--- src/rtl/core/nst_pkg.sv ---
// shared types, constants and the semitone table of the note sheet tone sequencer
`default_nettype none
package nst_pkg;

  localparam int SHEET_DEPTH_DEF = 256;

  localparam int CMD_W    = 2;
  localparam int SADDR_W  = 8;
  localparam int WORD_W   = 16;
  localparam int DUR_W    = 7;
  localparam int NOTE_W   = 7;
  localparam int VOL_W    = 2;
  localparam int TICK_W   = 15;
  localparam int TU_W     = 13;
  localparam int LEN_W    = 9;
  localparam int PERIOD_W = 15;
  localparam int DUTY_W   = 14;
  localparam int OCT_W    = 4;
  localparam int SEMI_W   = 4;
  localparam int BASE_W   = 12;
  localparam int CFG_IDX_W  = 2;
  localparam int CFG_DATA_W = 13;

  localparam int MUL_A_W = 15;
  localparam int MUL_B_W = 13;
  localparam int MUL_P_W = MUL_A_W + MUL_B_W;

  typedef enum logic [CMD_W-1:0] {
    CMD_TICK = 2'd0,
    CMD_LOAD = 2'd1,
    CMD_STOP = 2'd2,
    CMD_NOP  = 2'd3
  } cmd_t;

  typedef enum logic [CFG_IDX_W-1:0] {
    CFG_ENABLE    = 2'd0,
    CFG_TIME_UNIT = 2'd1,
    CFG_SHEET_LEN = 2'd2,
    CFG_UNUSED    = 2'd3
  } cfg_idx_t;

  typedef enum logic [2:0] {
    ST_IDLE,
    ST_DUR,
    ST_CMP,
    ST_DEC,
    ST_X3,
    ST_VOL,
    ST_FIN,
    ST_OUT
  } state_t;

  function automatic logic [BASE_W-1:0] semitone(input logic [SEMI_W-1:0] idx);
    logic [BASE_W-1:0] v;
    case (idx)
      4'd0:    v = 12'd3822;
      4'd1:    v = 12'd3607;
      4'd2:    v = 12'd3405;
      4'd3:    v = 12'd3214;
      4'd4:    v = 12'd3033;
      4'd5:    v = 12'd2863;
      4'd6:    v = 12'd2702;
      4'd7:    v = 12'd2551;
      4'd8:    v = 12'd2407;
      4'd9:    v = 12'd2272;
      4'd10:   v = 12'd2145;
      4'd11:   v = 12'd2024;
      default: v = 12'd0;
    endcase
    return v;
  endfunction

endpackage
`default_nettype wire

--- src/rtl/core/nst_note_decode.sv ---
// splits a sheet word and turns its note into a tone period
`default_nettype none
module nst_note_decode (
  input  wire logic [nst_pkg::WORD_W-1:0]   word,
  output logic      [nst_pkg::DUR_W-1:0]    duration,
  output logic      [nst_pkg::VOL_W-1:0]    volume,
  output logic      [nst_pkg::PERIOD_W-1:0] period
);

  logic [nst_pkg::NOTE_W-1:0]   note;
  logic [12:0]                  oct_prod;
  logic [nst_pkg::OCT_W-1:0]    octave;
  logic [nst_pkg::NOTE_W-1:0]   rem;
  logic [nst_pkg::PERIOD_W-1:0] base;

  always_comb begin
    note     = word[8:2];
    duration = word[15:9];
    volume   = word[1:0];
    // divide by twelve through a reciprocal, exact for seven-bit notes
    oct_prod = 13'(note) * 13'd43;
    octave   = oct_prod[12:9];
    rem      = note - (7'(octave) * 7'd12);
    base     = nst_pkg::PERIOD_W'(nst_pkg::semitone(rem[nst_pkg::SEMI_W-1:0]));
    if (octave >= 4'd3) begin
      period = base >> (octave - 4'd3);
    end else begin
      period = base << (4'd3 - octave);
    end
  end

endmodule
`default_nettype wire

--- config.mk ---
export PLATFORM = sky130hd
export DESIGN_NAME = nst_note_decode
export DESIGN_NICKNAME = d
export VERILOG_FILES = /design/src/rtl/core/nst_pkg.sv /design/src/rtl/core/nst_note_decode.sv
export SDC_FILE = /design/constraint.sdc
export NUM_CORES = 1
export LEC_CHECK = 0
export ABC_AREA = 0
export CAP_MARGIN = 5
export CORE_MARGIN = 2
export CORE_UTILIZATION = 35
export DETAILED_ROUTE_END_ITERATION = 7
export DONT_BUFFER_PORTS = 1
export PLACE_DENSITY = 0.57
export SLEW_MARGIN = 20
export SYNTH_ARGS = -nofsm -noshare
export SYNTH_HDL_FRONTEND = slang
export SYNTH_SLANG_ARGS = --single-unit
--- constraint.sdc ---
create_clock -name vclk -period 21.8
set_input_delay 5.45 -clock vclk [all_inputs]
set_output_delay 5.45 -clock vclk [all_outputs]
set_load 0.005 [all_outputs]
After elaboration in Yosys (flattened, before gate mapping)
Memory sizes are Yosys's and may differ from the RTL's.
Cells that the tools add are included.
{"block": "classes", "n_addsub": 3, "n_mul": 2, "magnitude_cmp": 1, "n_shift": 2, "mux": 1}
{"op": "$mux W15", "n": 1}
{"op": "$shl A12 B4 Y15", "n": 1}
{"op": "$shr A12 B4 Y15", "n": 1}
{"op": "$mul A7 B6 Y13 const B", "n": 1}
{"op": "$ge A4 B2 Y1 const B", "n": 1}
{"op": "$mul A4 B2 Y2 const B", "n": 1}
{"op": "$sub A2 B4 Y4 const A", "n": 1}
{"op": "$sub A4 B2 Y4 const B", "n": 1}
{"op": "$sub A4 B4 Y4", "n": 1}
{"block": "totals", "register_bits": 0, "rom_bits": 192, "output_inout_bits": 24, "wordCells": 10, "mem_count": 1}
{"name": "(name not given)", "words": 16, "word_bits": 12, "rd": 1, "rd_clocked_by_memory_dff": 0, "wr": 0, "line": "nst_pkg.sv:55", "text": "case (idx)"}

Longest topological paths before layout
An unclocked memory read counts as a cell.
{"block": "depth", "ltp_word": 6, "ltp_mapped": 22, "depth_no_buf": 20}

Worst setup path before layout
Ideal clock, no wire load.
{"block": "synth_timing", "kind": "input to output", "start": "input word[4] (netlist bit)", "end": "output period[5] (netlist bit)", "arrival_ns": 10.494, "path_slack_ns": 5.856, "cell_stages": 20, "n_path_buf": 1, "cell_sequence": "ha_1 > fa_1 > inv_1 > fa_1 > inv_1 > ha_1 > a21oi_1 > nor2_1 > nor3_1 > xor2_1 > inv_2 > clkbuf_1 > ha_1 > xnor3_1 > mux2i_1 > mux2i_1 > a2111oi_2 > nand2_1 > a31oi_1 > o22ai_1"}
{"block": "synth_between", "elab_chain_cells": 6, "elab_cells_between_ends": 10, "classes_between": "add/sub (3); mul (2); order compare (1); shift (2); mux (1); memory (1)"}
{"element": "start: declaration", "line": "nst_note_decode.sv:4", "text": "input wire logic [nst_pkg::WORD_W-1:0] word,"}
{"element": "$mul A7 B6 Y13", "line": "nst_note_decode.sv:21", "text": "oct_prod = 13'(note) * 13'd43;"}
{"element": "$mul A4 B2 Y2", "line": "nst_note_decode.sv:23", "text": "rem = note - (7'(octave) * 7'd12);"}
{"element": "$sub A4 B4 Y4", "line": "nst_note_decode.sv:23"}
{"element": "$mem_v2 Z16 W12"}
{"element": "$shl A12 B4 Y15 / $shr A12 B4 Y15 (equally long branches)", "line": "nst_note_decode.sv:28, nst_note_decode.sv:26"}
{"element": "$mux W15 *", "line": "nst_note_decode.sv:25", "text": "if (octave >= 4'd3) begin"}
{"element": "end: declaration", "line": "nst_note_decode.sv:7", "text": "output logic [nst_pkg::PERIOD_W-1:0] period"}
Mark *: on every way between the ends. The rest lies on a longest branch, timed or not.

Worst setup path in the final report
{"block": "layout_timing", "start": "input word[4] (netlist bit)", "end": "output period[1] (netlist bit)"}
The elaborated chain is that of the path after synthesis.

==> results.md <==
* Mux cell area share after synthesis at 0.1129
* Max frequency at 57.91 MHz
* RSZ-0062 raised after global routing: false
* Antenna cells at 0
* Core Rows at 30
* Final HPWL DP at ~5.1 mm
* Status: finished, final reports clean
* Pins over their slew limit at 0
* Remaining global-route overflow at 0
* Flip-flop and latch count at 0
* Net count, final at 380
* Post CTS Setup Buffer Count at 0
* Vias in the first global route at ~2300
* Drt first pass iters at 5
* Final worst path period share at 0.7922
* Simple-Gate Fraction of Synth Area at 0.1938
* Final ANT Viol Nets at 0
* Gr usage total at 0.1687
* Iter 0 DRT Violations at just over 200
* Synth cell types at 58
* Hold Violations, Final at 0
* Synth Instances at 344
* Syn-to-layout area delta at -1.012%
* Synthesized area at between 0.002 and 0.0025 sq mm
* CP max stage cell: xor3_1
* Area contributors post-synth: ha_1 (19%), mux2i_1 (8.1%), nand2_1 (5.6%)
* Post-cts resize count at 0
* Die ar. at approximately 0.0078 sq mm
* Setup violators final at 0
* Cell type with the largest total area after synthesis: ha_1
* GPL Wtd Cong at between 0.9 and 1
* Worst-path fanout max at 17
* DRC violations left at 0
* Startpoint types: input port
* Cts-stage hold buffer count at 0
* Wire length of the first global-routing pass at 10.81 mm
* Die width at between 80 and 90 um
* Synth Area in Compound Gates at 0.2819
* CP Capture Type: output port
* Critical Path RT at roughly 16 ns
* Via Count at ~2400
* Syn_nets at 404
* Critical-path cell list: ha_1 -> fa_1 -> inv_1 -> fa_1 -> inv_1 -> ha_1 -> a21oi_1 -> nor2_1 -> nor3_1 -> xor2_1 -> inv_2 -> ha_1 -> xor3_1 -> nor2_1 -> nor3_1 -> mux2i_1 -> nand2_1 -> o21ai_0 -> o21a_1 -> a221o_1
* Critical path arrival at about 12 ns
* Die Span Y at a little under 90 um
* Setup TNS at 0 ns
* Synth Area in XOR/XNOR at 0.05263
* Combinational family with the most area after synthesis: compound AO/OA/AOI/OAI gates
* Worst path top cell family by delay: adder cells
* Max incr delay on CP at 0.83 ns
* Hold_ws at between 10 and 15 ns
* Avg Inst Size Synth at between 7 and 8 sq um
* Core area at a little under 0.007 sq mm
* Synth top area share at 0.1923
* Largest net degree at the start of global routing at 25
* Min-delay worst type: input port to output port
* FF+latch area at 0 sq um
* Post-layout minimum cycle time at about 17 ns
* Buffer and inverter count on the worst path at 3
* Initial antenna violation count at 0
* Crit Path Class: input port to output port
* Worst-Margin Slew at ~0.98 ns
* Post-Synth Adder-Cell Area at 0.2409
* Count leader, synth: ha_1
* Post-layout util at 0.3582
* Most frequent cells after synthesis: ha_1 (38), nand2_1 (37), inv_1 (33)
* Worst slew margin at 0.3441
* Vias/cell at about 5.7
* Top Ports at 40
* Routed WL per cell at 15.36 um
* Drt total wl at roughly 6.4 mm
* Initial core utilization at 0.3619
* Max-cap violations at 0
* Register area share after synthesis at 0
* IO Port Bufs at 0
* Clkbuf count at 0
* CP most frequent cell: ha_1
* Share of layout cells above drive strength 1 at 0.07547
* Yosys warnings at 0
==> final timing paths <==
| path | from | endpoint | slack [ns] | cells after the start |
|---|---|---|---|---|
| setup / recovery | word[4] | period[1] | 4.53 | 20 |
| hold / removal | word[11] | duration[2] | 10.90 | 0 |
==> metal layers <==
metal,wire [um],global-route usage
met2,2850,0.2727
met3,325,0.01225
met4,110,0.03581
met5,0,0
met1,3071,0.2459
==> metrics by stage <==
step                      area (sq um)  std cells  worst slack, ns
after CTS                         2447        414            4.596
after global placement            2447        414            4.692
after detailed placement          2447        414            4.642
after floorplan                   2472        344            5.856
after global routing              2447        414            3.978
final                             2447        414            4.530
==> cells in the final DEF (no fill, tap or decap), types with 4 or more instances in the layout <==
cell	instances
nand3_1	6
nand2_1	37
o22ai_1	6
nor3_1	18
o21a_1	4
nor2_1	27
nand2b_1	4
a21oi_1	25
fa_1	6
mux2i_1	20
ha_1	38
inv_1	33
mux2_2	5
o221ai_1	7
o21ai_0	18
==> cell type report <==
cell class | count | area, sq um
multi-input combinational | 280 | 2181
tap | 96 | 120.1
fill | 765 | 4384
timing repair buffer | 1 | 7.507
inverter | 37 | 138.9
==> cells by family after synthesis <==
logic type,Yosys count
buf+inv,64
mux,26
compound gates,98
simple gates,103
xor+xnor,9
fa+ha+maj,44
Power is left out: the tool's default activity adds up to more than one toggle a clock period on the data nets, which glitch-free logic cannot reach.
