## config.mk

```make
export PLATFORM = sky130hd
export DESIGN_NAME = nst_mul_unit
export DESIGN_NICKNAME = d
export VERILOG_FILES = /design/src/rtl/core/nst_pkg.sv /design/src/rtl/core/nst_mul_unit.sv
export SDC_FILE = /design/constraint.sdc
export NUM_CORES = 1
export LEC_CHECK = 0
export ABC_AREA = 1
export ABC_CLOCK_PERIOD_IN_PS = 5600
export BUFFER_PORTS_ARGS = -buffer_cell sky130_fd_sc_hd__buf_2
export CAP_MARGIN = 40
export CORE_MARGIN = 1.5
export CORE_UTILIZATION = 64
export DETAILED_ROUTE_END_ITERATION = 16
export HOLD_SLACK_MARGIN = 0.06
export PLACE_DENSITY = 0.94
export SYNTH_ARGS = -nofsm -noshare
export SYNTH_HDL_FRONTEND = slang
export SYNTH_SLANG_ARGS = --single-unit
export TNS_END_PERCENT = 50
```

## constraint.sdc

```tcl
create_clock -name clk -period 5.6 [get_ports clk]
set_input_delay 0.56 -clock clk [delete_from_list [all_inputs] [get_ports clk]]
set_output_delay 0.56 -clock clk [all_outputs]
set_load 0.01 [all_outputs]
```

## src/rtl/core/nst_pkg.sv

```systemverilog
// shared types, constants and the semitone table of the note sheet tone sequencer
`default_nettype none
package nst_pkg;

  localparam int SHEET_DEPTH_DEF = 256;

  localparam int CMD_W    = 2;
  localparam int SADDR_W  = 8;
  localparam int WORD_W   = 16;
  localparam int DUR_W    = 7;
  localparam int NOTE_W   = 7;
  localparam int VOL_W    = 2;
  localparam int TICK_W   = 15;
  localparam int TU_W     = 13;
  localparam int LEN_W    = 9;
  localparam int PERIOD_W = 15;
  localparam int DUTY_W   = 14;
  localparam int OCT_W    = 4;
  localparam int SEMI_W   = 4;
  localparam int BASE_W   = 12;
  localparam int CFG_IDX_W  = 2;
  localparam int CFG_DATA_W = 13;

  localparam int MUL_A_W = 15;
  localparam int MUL_B_W = 13;
  localparam int MUL_P_W = MUL_A_W + MUL_B_W;

  typedef enum logic [CMD_W-1:0] {
    CMD_TICK = 2'd0,
    CMD_LOAD = 2'd1,
    CMD_STOP = 2'd2,
    CMD_NOP  = 2'd3
  } cmd_t;

  typedef enum logic [CFG_IDX_W-1:0] {
    CFG_ENABLE    = 2'd0,
    CFG_TIME_UNIT = 2'd1,
    CFG_SHEET_LEN = 2'd2,
    CFG_UNUSED    = 2'd3
  } cfg_idx_t;

  typedef enum logic [2:0] {
    ST_IDLE,
    ST_DUR,
    ST_CMP,
    ST_DEC,
    ST_X3,
    ST_VOL,
    ST_FIN,
    ST_OUT
  } state_t;

  function automatic logic [BASE_W-1:0] semitone(input logic [SEMI_W-1:0] idx);
    logic [BASE_W-1:0] v;
    case (idx)
      4'd0:    v = 12'd3822;
      4'd1:    v = 12'd3607;
      4'd2:    v = 12'd3405;
      4'd3:    v = 12'd3214;
      4'd4:    v = 12'd3033;
      4'd5:    v = 12'd2863;
      4'd6:    v = 12'd2702;
      4'd7:    v = 12'd2551;
      4'd8:    v = 12'd2407;
      4'd9:    v = 12'd2272;
      4'd10:   v = 12'd2145;
      4'd11:   v = 12'd2024;
      default: v = 12'd0;
    endcase
    return v;
  endfunction

endpackage
`default_nettype wire

```

## src/rtl/core/nst_mul_unit.sv

```systemverilog
// shared registered multiplier used for duration limit and duty scaling
`default_nettype none
module nst_mul_unit (
  input  wire logic                         clk,
  input  wire logic                         en,
  input  wire logic [nst_pkg::MUL_A_W-1:0]  a,
  input  wire logic [nst_pkg::MUL_B_W-1:0]  b,
  output logic      [nst_pkg::MUL_P_W-1:0]  prod_r
);

  always_ff @(posedge clk) begin
    if (en) begin
      prod_r <= nst_pkg::MUL_P_W'(a) * nst_pkg::MUL_P_W'(b);
    end
  end

endmodule
`default_nettype wire

```

# Word level (Yosys, flattened, before mapping)
# Index checks and enable logic that the tools add are counted.
[totals] regBits=28 output_inout_bits=28 in_bits=30
[classes] multipliers=1
[op_table] operator="$mul 15x13->28" n=1

# Longest topological paths before layout
# Gate-level depths: netlist of run 1.
[logic_depth] ltp_word=1 depth_mapped=23 ltp_nobuf=22

# Least setup slack after synthesis of run 1
# Ideal clock, no wire load.
[synth_path] kind="input to register" from="input port b[1] (netlist name)" to="register prod_r[19] (netlist name), data pin" path_buffers=1 path_slack_ns=0.849 arrival_ns=4.491 path_stages=20 t_required_ns=5.340 path_cell_list="clkbuf_1 > nand2_1 > inv_1 > fa_1 > inv_1 > fa_1 > inv_1 > fa_1 > fa_1 > inv_1 > fa_1 > inv_1 > ha_1 > nand2_2 > inv_1 > a21oi_1 > nand2_2 > nand2_1 > nand2_1 > xor2_1"
[synth_between] elab_chain_len=1
[synth_lines] element="from (decl)" line="nst_mul_unit.sv:7" rtl="input wire logic [nst_pkg::MUL_B_W-1:0] b,"
[synth_lines] element="$mul 15x13->28" line="nst_mul_unit.sv:13" rtl="prod_r <= nst_pkg::MUL_P_W'(a) * nst_pkg::MUL_P_W'(b);"
[synth_lines] element="to (signal assigned)" line="nst_mul_unit.sv:13"
[synth_lines] element="to (decl)" line="nst_mul_unit.sv:8" rtl="output logic [nst_pkg::MUL_P_W-1:0] prod_r"
# Every way passes these cells.
# A chain may end at the register's enable or synchronous reset.

# Worst setup path after layout of run 1
[layout_path] from="input port b[7] (netlist name)" to="register prod_r[20] (netlist name), data pin"
# Same word-level chain as after synthesis.

==> flow_summary.yaml, run 1 <==
run_status:
  outcome: "finished clean"
clocking:
  clk_transition_reported_paths_ns: 0.07
  cts.sink_count: 28
  htree_num_levels: 1
  cts_resized: 0
  cts-root-buf: "sky130_fd_sc_hd__clkbuf_16"
  cts_inserted_buffers: 3
  hold_buffers: 0
  clock_tree.buffer_depth: 2
  postCtsSetupBuffers: 0
  tritoncts: "done"
worst_setup_path:
  critical_path.top_delay_family: "adder cells"
  criticalPathCategory: "input pin to flop"
  worst-endpoint-arrival_ns: 4.88
  timing.critical_path.required_ns: 5.63
  category_of_the_worst_setup_path_capture_point: "flop"
  worstPathBufferInverterCount: 5
  critical_path.max_stage_delay_ns: 0.56
  timing.critical_path.slowest_stage_cell: "sky130_fd_sc_hd__fa_1"
  path_max_fanout: 15
  startpoint_type: "input pin"
  worstPathCellList: "buf_2 > nand2_1 > fa_1 > inv_1 > fa_1 > fa_1 > fa_1 > inv_1 > fa_1 > inv_1 > ha_1 > nand2_1 > inv_1 > a21oi_2 > nor2_1 > nor2_1 > nand2_1 > nand2_1 > nand2_1"
  source_of_the_critical_timing_path: "b[7]"
sta:
  final_report_hold_violation_count: 0
  worst_relative_slew_slack_pct: 58.1
  finalSetupViolations: 0
  rsz0062_at_grt: "no"
  setup_tns_ns: 0
  period_needed_ns: 4.85
  timing_max_transition_violations_final: 0
  tightestPinTransition_ns: 0.629
  achievable-frequency_ghz: 0.206
  finalHoldWorstSlack_ns: 0.791
  timing.final.crit_share_pct: 86.6
min_path:
  hold_path.class: "input pin to flop"
  min_delay_startpoint: "a[0]"
die:
  placeableCoreArea_sq_um: 12100
  floorplan.initialDensity_pct: 66.1
  floorplan.io_pins: 58
  die_x_um: 115
  floorplan.die_area_sq_um: 13100
  rows: 40
  die_height_um: 115
synth:
  synth_commonest_cells: "sky130_fd_sc_hd__nand2_1, sky130_fd_sc_hd__inv_1, sky130_fd_sc_hd__fa_1"
  synth_edf_count: 28
  ys_dominant_reg_cell: "sky130_fd_sc_hd__edfxtp_1"
  synthesis.instances: 1081
  ys_warn_count: 0
  sequential_fraction_of_the_synthesis_area_pct: 10.5
  synth-seq-cells: 28
  syn-num-nets: 1327
  synthArstFlopShare_pct: 0
  synth_top_area_share_pct: 35.9
  yosys.cell_types.count: 23
  synth.avg_cell_area_sq_um: 7.37
  synth.most_common_cell: "sky130_fd_sc_hd__nand2_1"
  mappedNetlistArea_sq_um: 7970
  cell_taking_the_most_area_after_synthesis: "sky130_fd_sc_hd__fa_1"
  synthTopCellsByArea: "sky130_fd_sc_hd__fa_1, sky130_fd_sc_hd__nand2_1, sky130_fd_sc_hd__inv_1"
place:
  routabilityCongestion: 0.937
  place.detailed.hpwl_um: 15000
  io_buffer_count: 57
routing:
  route.detailed.vias_per_inst: 5.17
  drt_pass1_iterations: 5
  remaining_drc_errors: 0
  dr_total_vias: 6637
  first_iter_violations: 424
  postRouteWirelength_um: 17900
  avgRoutedWirePerCell_um: 13.9
  antenna_left: 0
global_routing:
  grt_pass1_vias: 7217
  grt_max_degree: 29
  grt_remaining_overflow: 0
  grt_antenna_before_repair: 0
  grt_use_total_pct: 29.9
  grt_first_pass_wirelength_um: 31100
flow_run:
  maxCapViolCount: 0
cells_and_area:
  register_with_the_highest_flop_count: "prod_r"
  final_layout_size_suffix_gt1_share_pct: 7.80
  largest_registers: "prod_r x28"
  nNetsFinal: 1362
  post-route-util_pct: 70.0
  flow.area_growth_from_synthesis_pct: 5.98
  antenna_cells_inserted: 0
  fillers: 909
  max_ffs_per_register: 28
[per-layer routing]
layer,global-route usage [%],vias to the layer above,share of wire (%)
li1,-,3082,-
met1,33.7,3145,35
met2,54.6,332,52
met3,4.18,78,7.8
met4,16.1,0,4.7
met5,0,-,0
[stage by stage]
step / setup WS, ns / cell area [sq um] / instances
5_1_grt: 0.476 / 8450 / 1283
2_1_floorplan: 0.849 / 7970 / 1081
3_5_place_dp: 0.486 / 8370 / 1279
6_report: 0.749 / 8450 / 1283
3_3_place_gp: 0.624 / 8370 / 1279
4_1_cts: 0.764 / 8450 / 1283
[cell usage in the layout (no fill, tap or decap), types with 2 or more instances in the layout]
master and count:
sky130_fd_sc_hd__ha_1 73, sky130_fd_sc_hd__nor2_4 3, sky130_fd_sc_hd__nand2_2 8, sky130_fd_sc_hd__xor2_1 10, sky130_fd_sc_hd__buf_2 57, sky130_fd_sc_hd__inv_2 2
sky130_fd_sc_hd__clkbuf_16 3, sky130_fd_sc_hd__xnor2_1 3, sky130_fd_sc_hd__nand2_1 358, sky130_fd_sc_hd__nand4_1 5, sky130_fd_sc_hd__inv_1 355, sky130_fd_sc_hd__clkinv_1 2
sky130_fd_sc_hd__fa_1 143, sky130_fd_sc_hd__nand3_2 3, sky130_fd_sc_hd__nand3_1 18, sky130_fd_sc_hd__nor2_2 7, sky130_fd_sc_hd__nor2_1 20, sky130_fd_sc_hd__edfxtp_1 28
sky130_fd_sc_hd__nand3b_1 2, sky130_fd_sc_hd__a21oi_1 10
[final timing paths]
check	depth (start not counted)	to
setup / recovery	19	prod_r[20]
hold / removal	3	prod_r[0]
[cells by family after synthesis]
kind of cell	count (synthesis)	share of synthesized area [%]
xor gates and xnor gates	13	1.43
AOI/OAI and AO/OA	12	0.848
DFF	28	10.5
buffers and inverters	386	18.2
and+or+nand+nor	426	21.6
adders and majority gates	216	47.4
[final cells by class]
cell class                 instances  area, sq um  share of cell area, %
tap                              168          210                   2.49
multi-input combinational        667         5680                   67.3
timing repair buffer              58          293                   3.47
clock inverter                     1         3.75                 0.0444
clock buffer                       3         75.1                  0.889
inverter                         358         1340                   15.9
sequential                        28          841                   9.95
Power of run 1 is not shown: default switching activity piles up to over one toggle a cycle in this logic, so the estimate is an artifact.
==> inputs of run 2 (changes only) <==
--- a/config.mk
+++ b/config.mk
@@ -6,7 +6,6 @@
 export NUM_CORES = 1
 export LEC_CHECK = 0
 export ABC_AREA = 1
-export ABC_CLOCK_PERIOD_IN_PS = 5600
 export BUFFER_PORTS_ARGS = -buffer_cell sky130_fd_sc_hd__buf_2
 export CAP_MARGIN = 40
 export CORE_MARGIN = 1.5
@@ -14,6 +13,7 @@
 export DETAILED_ROUTE_END_ITERATION = 16
 export HOLD_SLACK_MARGIN = 0.06
 export PLACE_DENSITY = 0.94
+export RECOVER_POWER = 25
 export SYNTH_ARGS = -nofsm -noshare
 export SYNTH_HDL_FRONTEND = slang
 export SYNTH_SLANG_ARGS = --single-unit
==> run 2 against run 1 <==
Net effect:
- maximum frequency down 0.32%
- first-iteration DRC count up 4.7%
- non-clock buffer count unchanged
- critical endpoint is now prod_r[25]
- die area unchanged
- worst hold slack worse by 0.0052 ns
- sequential share of layout area about the same
==> flow_summary.yaml, run 2 (synthesized netlist as in run 1, its figures left out) <==
cells_and_area:
  flow.area_growth_from_synthesis_pct: 5.95
  sequential_cell_area_sq_um: 841
  register_with_the_highest_flop_count: "prod_r"
  largest_registers: "prod_r x28"
  max_ffs_per_register: 28
  nNetsFinal: 1362
  fillers: 909
  final_layout_size_suffix_gt1_share_pct: 7.62
  multiInputGateArea_sq_um: 5680
  mostFrequentLayoutCells: "sky130_fd_sc_hd__nand2_1, sky130_fd_sc_hd__inv_1, sky130_fd_sc_hd__fa_1, sky130_fd_sc_hd__ha_1, sky130_fd_sc_hd__buf_2"
  final_common_cell: "sky130_fd_sc_hd__nand2_1"
  antenna_cells_inserted: 0
routing:
  drt_pass1_iterations: 6
  avgRoutedWirePerCell_um: 13.9
  first_iter_violations: 444
  antenna_left: 0
  postRouteWirelength_um: 17800
  route.detailed.vias_per_inst: 5.18
  remaining_drc_errors: 0
  dr_total_vias: 6644
sta:
  worst_relative_slew_slack_pct: 1.17
  finalSetupViolations: 0
  achievable-frequency_ghz: 0.205
  timing_max_transition_violations_final: 0
  rsz0062_at_grt: "no"
  tightestPinTransition_ns: 1.48
  final_report_hold_violation_count: 0
  setup_tns_ns: 0
  period_needed_ns: 4.87
  timing.final.crit_share_pct: 86.9
global_routing:
  gr_peak_layer: "met2"
  grt_first_pass_wirelength_um: 31100
  gr-usage-met1_pct: 33.7
  grt_antenna_before_repair: 0
  grt_pass1_vias: 7217
  grt_remaining_overflow: 0
  grt_use_total_pct: 29.9
  grt.met2_usage_pct: 54.6
  grt_max_degree: 29
  grt_use_met3_pct: 4.18
die:
  die_height_um: 115
  floorplan.initialDensity_pct: 66.1
  floorplan.io_pins: 58
  rows: 40
  die_x_um: 115
  floorplan.die_area_sq_um: 13100
  placeableCoreArea_sq_um: 12100
place:
  place.detailed.hpwl_um: 15000
  io_buffer_count: 57
  routabilityCongestion: 0.937
worst_setup_path:
  path_max_fanout: 15
  timing.critical_path.slowest_stage_cell: "sky130_fd_sc_hd__fa_1"
  startpoint_type: "input pin"
  category_of_the_worst_setup_path_capture_point: "flop"
  criticalPathCategory: "input pin to flop"
  worst-endpoint-arrival_ns: 4.89
  critical_path.max_stage_delay_ns: 0.55
  worstPathCellList: "buf_2 > nand2_1 > fa_1 > fa_1 > inv_1 > fa_1 > inv_1 > fa_1 > fa_1 > inv_1 > ha_1 > nand2_1 > nor2_2 > nand2_1 > nor2_1 > nand2_1 > nand4_1 > nand2_1"
  timing.critical_path.required_ns: 5.62
clocking:
  hold_buffers: 0
  tritoncts: "done"
  postCtsSetupBuffers: 0
  htree_num_levels: 1
  cts.sink_count: 28
  cts_inserted_buffers: 3
  cts_resized: 0
  clk_transition_reported_paths_ns: 0.07
  cts-root-buf: "sky130_fd_sc_hd__clkbuf_16"
  clock_tree.buffer_depth: 2
run_status:
  outcome: "finished clean"
flow_run:
  maxCapViolCount: 0
min_path:
  hold_path.class: "input pin to flop"
[run 2: layout make-up]
cell class | count | area share (%)
Clock buffer | 3 | 0.889
Clock inverter | 1 | 0.0444
Inverter | 358 | 15.9
Multi-Input combinational cell | 667 | 67.3
Sequential cell | 28 | 9.96
Tap cell | 168 | 2.49
Timing Repair Buffer | 58 | 3.44
[run 2: stage by stage]
stage	worst slack, ns	cells	instance area (sq um)	utilization [%]	hold WS [ns]
after floorplan	0.849	1081	7970	-	0.672
after detailed placement	0.486	1279	8370	69.4	0.970
after global placement	0.624	1279	8370	69.4	0.969
final	0.733	1283	8450	70.0	0.786
after CTS	0.764	1283	8450	70.0	0.779
after global routing	0.476	1283	8450	70.0	0.801
[run 2: worst paths after layout]
kind / start / to / slack [ns] / cells past startpoint
worst max-delay path: b[4] / prod_r[25] / 0.73 / 18
worst min-delay path: a[0] / prod_r[0] / 0.79 / 3
[run 2: per-layer routing]
layer,share of wire [%],up-vias
met5,0,-
met3,7.5,83
li1,-,3081
met2,52,321
met4,4.9,0
met1,35,3159
[run 2: critical path: cells and delay by family]
kind	cells	cell delay (ns)
fa+ha+maj	6	2.87
buf+inv	4	0.50
simple gates	8	0.97
Power of run 2 is left out for the same reason.
==> inputs of run 3 (changes only) <==
--- a/config.mk
+++ b/config.mk
@@ -5,14 +5,14 @@
 export SDC_FILE = /design/constraint.sdc
 export NUM_CORES = 1
 export LEC_CHECK = 0
-export ABC_AREA = 1
 export BUFFER_PORTS_ARGS = -buffer_cell sky130_fd_sc_hd__buf_2
 export CAP_MARGIN = 40
+export CORE_ASPECT_RATIO = 0.7
 export CORE_MARGIN = 1.5
-export CORE_UTILIZATION = 64
+export CORE_UTILIZATION = 63
 export DETAILED_ROUTE_END_ITERATION = 16
 export HOLD_SLACK_MARGIN = 0.06
-export PLACE_DENSITY = 0.94
+export PLACE_DENSITY = 0.93
 export RECOVER_POWER = 25
 export SYNTH_ARGS = -nofsm -noshare
 export SYNTH_HDL_FRONTEND = slang
==> run 3 against run 2 <==
Net effect:
- largest cell class unchanged
- clock-buffer cell count stayed put
- first-iteration DRC count is 31% lower
- critical path depth is 1 higher
- final cell count is 22% lower
- sequential share of layout area is 0.73 points higher
- routed wire length is 9.3% lower
- the run now ends with max-capacitance violations left
==> flow_summary.yaml, run 3 <==
run_status:
  outcome: "finished, violations left"
  failed_checks: "max-capacitance violations"
cells_and_area:
  max_ffs_per_register: 28
  antenna_cells_inserted: 0
  final-instance-count-excl-fill: 1006
  nNetsFinal: 1100
  flow.area_growth_from_synthesis_pct: 7.39
  largest_registers: "prod_r x28"
  register_with_the_highest_flop_count: "prod_r"
  final_layout_size_suffix_gt1_share_pct: 9.50
  mostFrequentLayoutCells: "sky130_fd_sc_hd__inv_1, sky130_fd_sc_hd__fa_1, sky130_fd_sc_hd__nand2_1, sky130_fd_sc_hd__and2_1, sky130_fd_sc_hd__ha_1"
  final_common_cell: "sky130_fd_sc_hd__inv_1"
die:
  placeableCoreArea_sq_um: 11200
  floorplan.die_area_sq_um: 12300
  floorplan.initialDensity_pct: 65.6
  die_x_um: 132
  rows: 32
  floorplan.io_pins: 58
  die_height_um: 93.2
power:
  power.density_nw_per_um2: 598
  static_leakage_nw: 4.12
  ir_worst_vdd_uv: 495
routing:
  route.detailed.vias_per_inst: 5.51
  dr_total_vias: 5543
  first_iter_violations: 305
  postRouteWirelength_um: 16100
  antenna_left: 0
  remaining_drc_errors: 0
  avgRoutedWirePerCell_um: 16.0
  drt_pass1_iterations: 5
synth:
  synth.avg_cell_area_sq_um: 9.08
  synthArstFlopShare_pct: 0
  synth_top_area_share_pct: 39.1
  sequential_fraction_of_the_synthesis_area_pct: 11.5
  ys_dominant_reg_cell: "sky130_fd_sc_hd__edfxtp_1"
  mappedNetlistArea_sq_um: 7330
  syn-num-nets: 1053
  synthTopCellsByArea: "sky130_fd_sc_hd__fa_1, sky130_fd_sc_hd__ha_1, sky130_fd_sc_hd__edfxtp_1"
  yosys.cell_types.count: 42
  synth.most_common_cell: "sky130_fd_sc_hd__inv_1"
  synth_commonest_cells: "sky130_fd_sc_hd__inv_1, sky130_fd_sc_hd__fa_1, sky130_fd_sc_hd__nand2_1"
  synthesis.instances: 807
  synth_edf_count: 28
  ys_warn_count: 0
  synth-seq-cells: 28
  cell_taking_the_most_area_after_synthesis: "sky130_fd_sc_hd__fa_1"
worst_setup_path:
  critical_path.top_delay_family: "adder cells"
  criticalPathCategory: "input pin to flop"
  startpoint_type: "input pin"
  worstPathBufferInverterCount: 6
  timing.critical_path.mode_cell: "sky130_fd_sc_hd__fa_1"
  worst-endpoint-arrival_ns: 5.43
  critical_path.max_stage_delay_ns: 0.55
  category_of_the_worst_setup_path_capture_point: "flop"
  timing.critical_path.required_ns: 5.61
  timing.critical_path.slowest_stage_cell: "sky130_fd_sc_hd__fa_1"
  path_max_fanout: 9
  worstPathCellList: "buf_2 > buf_4 > and2_1 > fa_1 > inv_1 > fa_1 > inv_1 > fa_1 > fa_1 > inv_1 > fa_1 > inv_1 > ha_1 > a21oi_1 > o211a_1 > nor2_1 > o211ai_2 > a31oi_1 > o311a_1"
global_routing:
  grt_first_pass_wirelength_um: 27100
  grt_pass1_vias: 5842
  grt_antenna_before_repair: 0
  grt_remaining_overflow: 0
  grt_use_total_pct: 27.7
  grt_max_degree: 29
clocking:
  cts.sink_count: 28
  clk_transition_reported_paths_ns: 0.07
  clock_tree.buffer_depth: 2
  htree_num_levels: 1
  postCtsSetupBuffers: 0
  tritoncts: "done"
  cts_inserted_buffers: 3
  cts-root-buf: "sky130_fd_sc_hd__clkbuf_16"
place:
  placed_cells: 1002
  io_buffer_count: 57
  routabilityCongestion: 0.887
  place.detailed.hpwl_um: 13600
min_path:
  min_delay_startpoint: "a[0]"
  hold_path_depth: 2
  hold_path.class: "input pin to flop"
  min_to: "prod_r[0]"
sta:
  finalSetupViolations: 0
  timing.final.crit_share_pct: 96.7
  achievable-frequency_ghz: 0.185
  setup_tns_ns: 0
  tightestPinTransition_ns: 1.50
  finalHoldWorstSlack_ns: 0.819
  rsz0062_at_grt: "no"
  timing_max_transition_violations_final: 0
  period_needed_ns: 5.41
  final_report_hold_violation_count: 0
  worst_relative_slew_slack_pct: 0.256
flow_run:
  maxCapViolCount: 1
## run 3: cell types whose count changed after synthesis, moves of 8 or more
cell and change:
sky130_fd_sc_hd__a21o_1 +9, sky130_fd_sc_hd__a21oi_1 +15, sky130_fd_sc_hd__and2_1 +86, sky130_fd_sc_hd__inv_1 -161
sky130_fd_sc_hd__nand2_1 -232, sky130_fd_sc_hd__nand2_2 -8, sky130_fd_sc_hd__nor2_1 -12, sky130_fd_sc_hd__o21ai_0 +10
sky130_fd_sc_hd__xnor2_1 +9
## run 3: metrics by stage
step	worst slack, ns	total power [mW]	utilization [%]	instance area (sq um)
global placement	0.101	4.35	69.7	7790
floorplan	0.0670	3.59	-	7330
detailed placement	-0.131	4.49	69.7	7790
CTS	0.0621	4.69	70.5	7870
global route	0.0449	5.17	70.5	7870
finish	0.187	4.71	70.5	7870
## run 3: what timing repair did
action	CTS	global route
resized for setup	0	2
hold buffers	0	0
endpoints found under the setup margin	0	5
## run 3: final cells by class
class,instances,area [sq um]
Multi-Input combinational cell,553,5620
Timing Repair Buffer,74,410
Fill cell,803,3300
Clock buffer,3,75.1
Clock inverter,1,3.75
Tap cell,153,191
Sequential cell,28,841
Inverter,194,728
## run 3: cells by family (layout without fill, tap and decap cells)
group / Yosys count / count (layout) / synth area share, %
simple gates: 248 / 248 / 16.4
buf+inv: 226 / 272 / 11.9
fa+ha+maj: 216 / 216 / 51.5
compound gates: 69 / 69 / 6.32
flops: 28 / 28 / 11.5
xor+xnor: 20 / 20 / 2.39
## run 3: power by group
group | internal, mW | switching, mW | leakage (nW)
combinational | 1.68 | 2.32 | 3.81
sequential | 0.520 | 0.0238 | 0.273
clock | 0.0957 | 0.0660 | 0.0385
## run 3: per-layer routing
layer  track usage, %  part of all wire (%)  up-vias
li1                 -                     -     2516
met1             36.1                    41     2789
met2             49.2                    51      213
met3             5.20                   6.9       25
met4             5.46                   1.4        0
met5                0                     0        -
## run 3: how the worst max path moves through the flow
stage                     start  cells after the start          to
final                      b[2]                     19  prod_r[26]
after global routing       b[2]                     19  prod_r[26]
after CTS                  b[2]                     19  prod_r[25]
after detailed placement   b[2]                     19  prod_r[25]
after global placement     b[4]                     17  prod_r[25]
after floorplan            a[7]                     19  prod_r[24]
(Power assumes the default switching activity.)
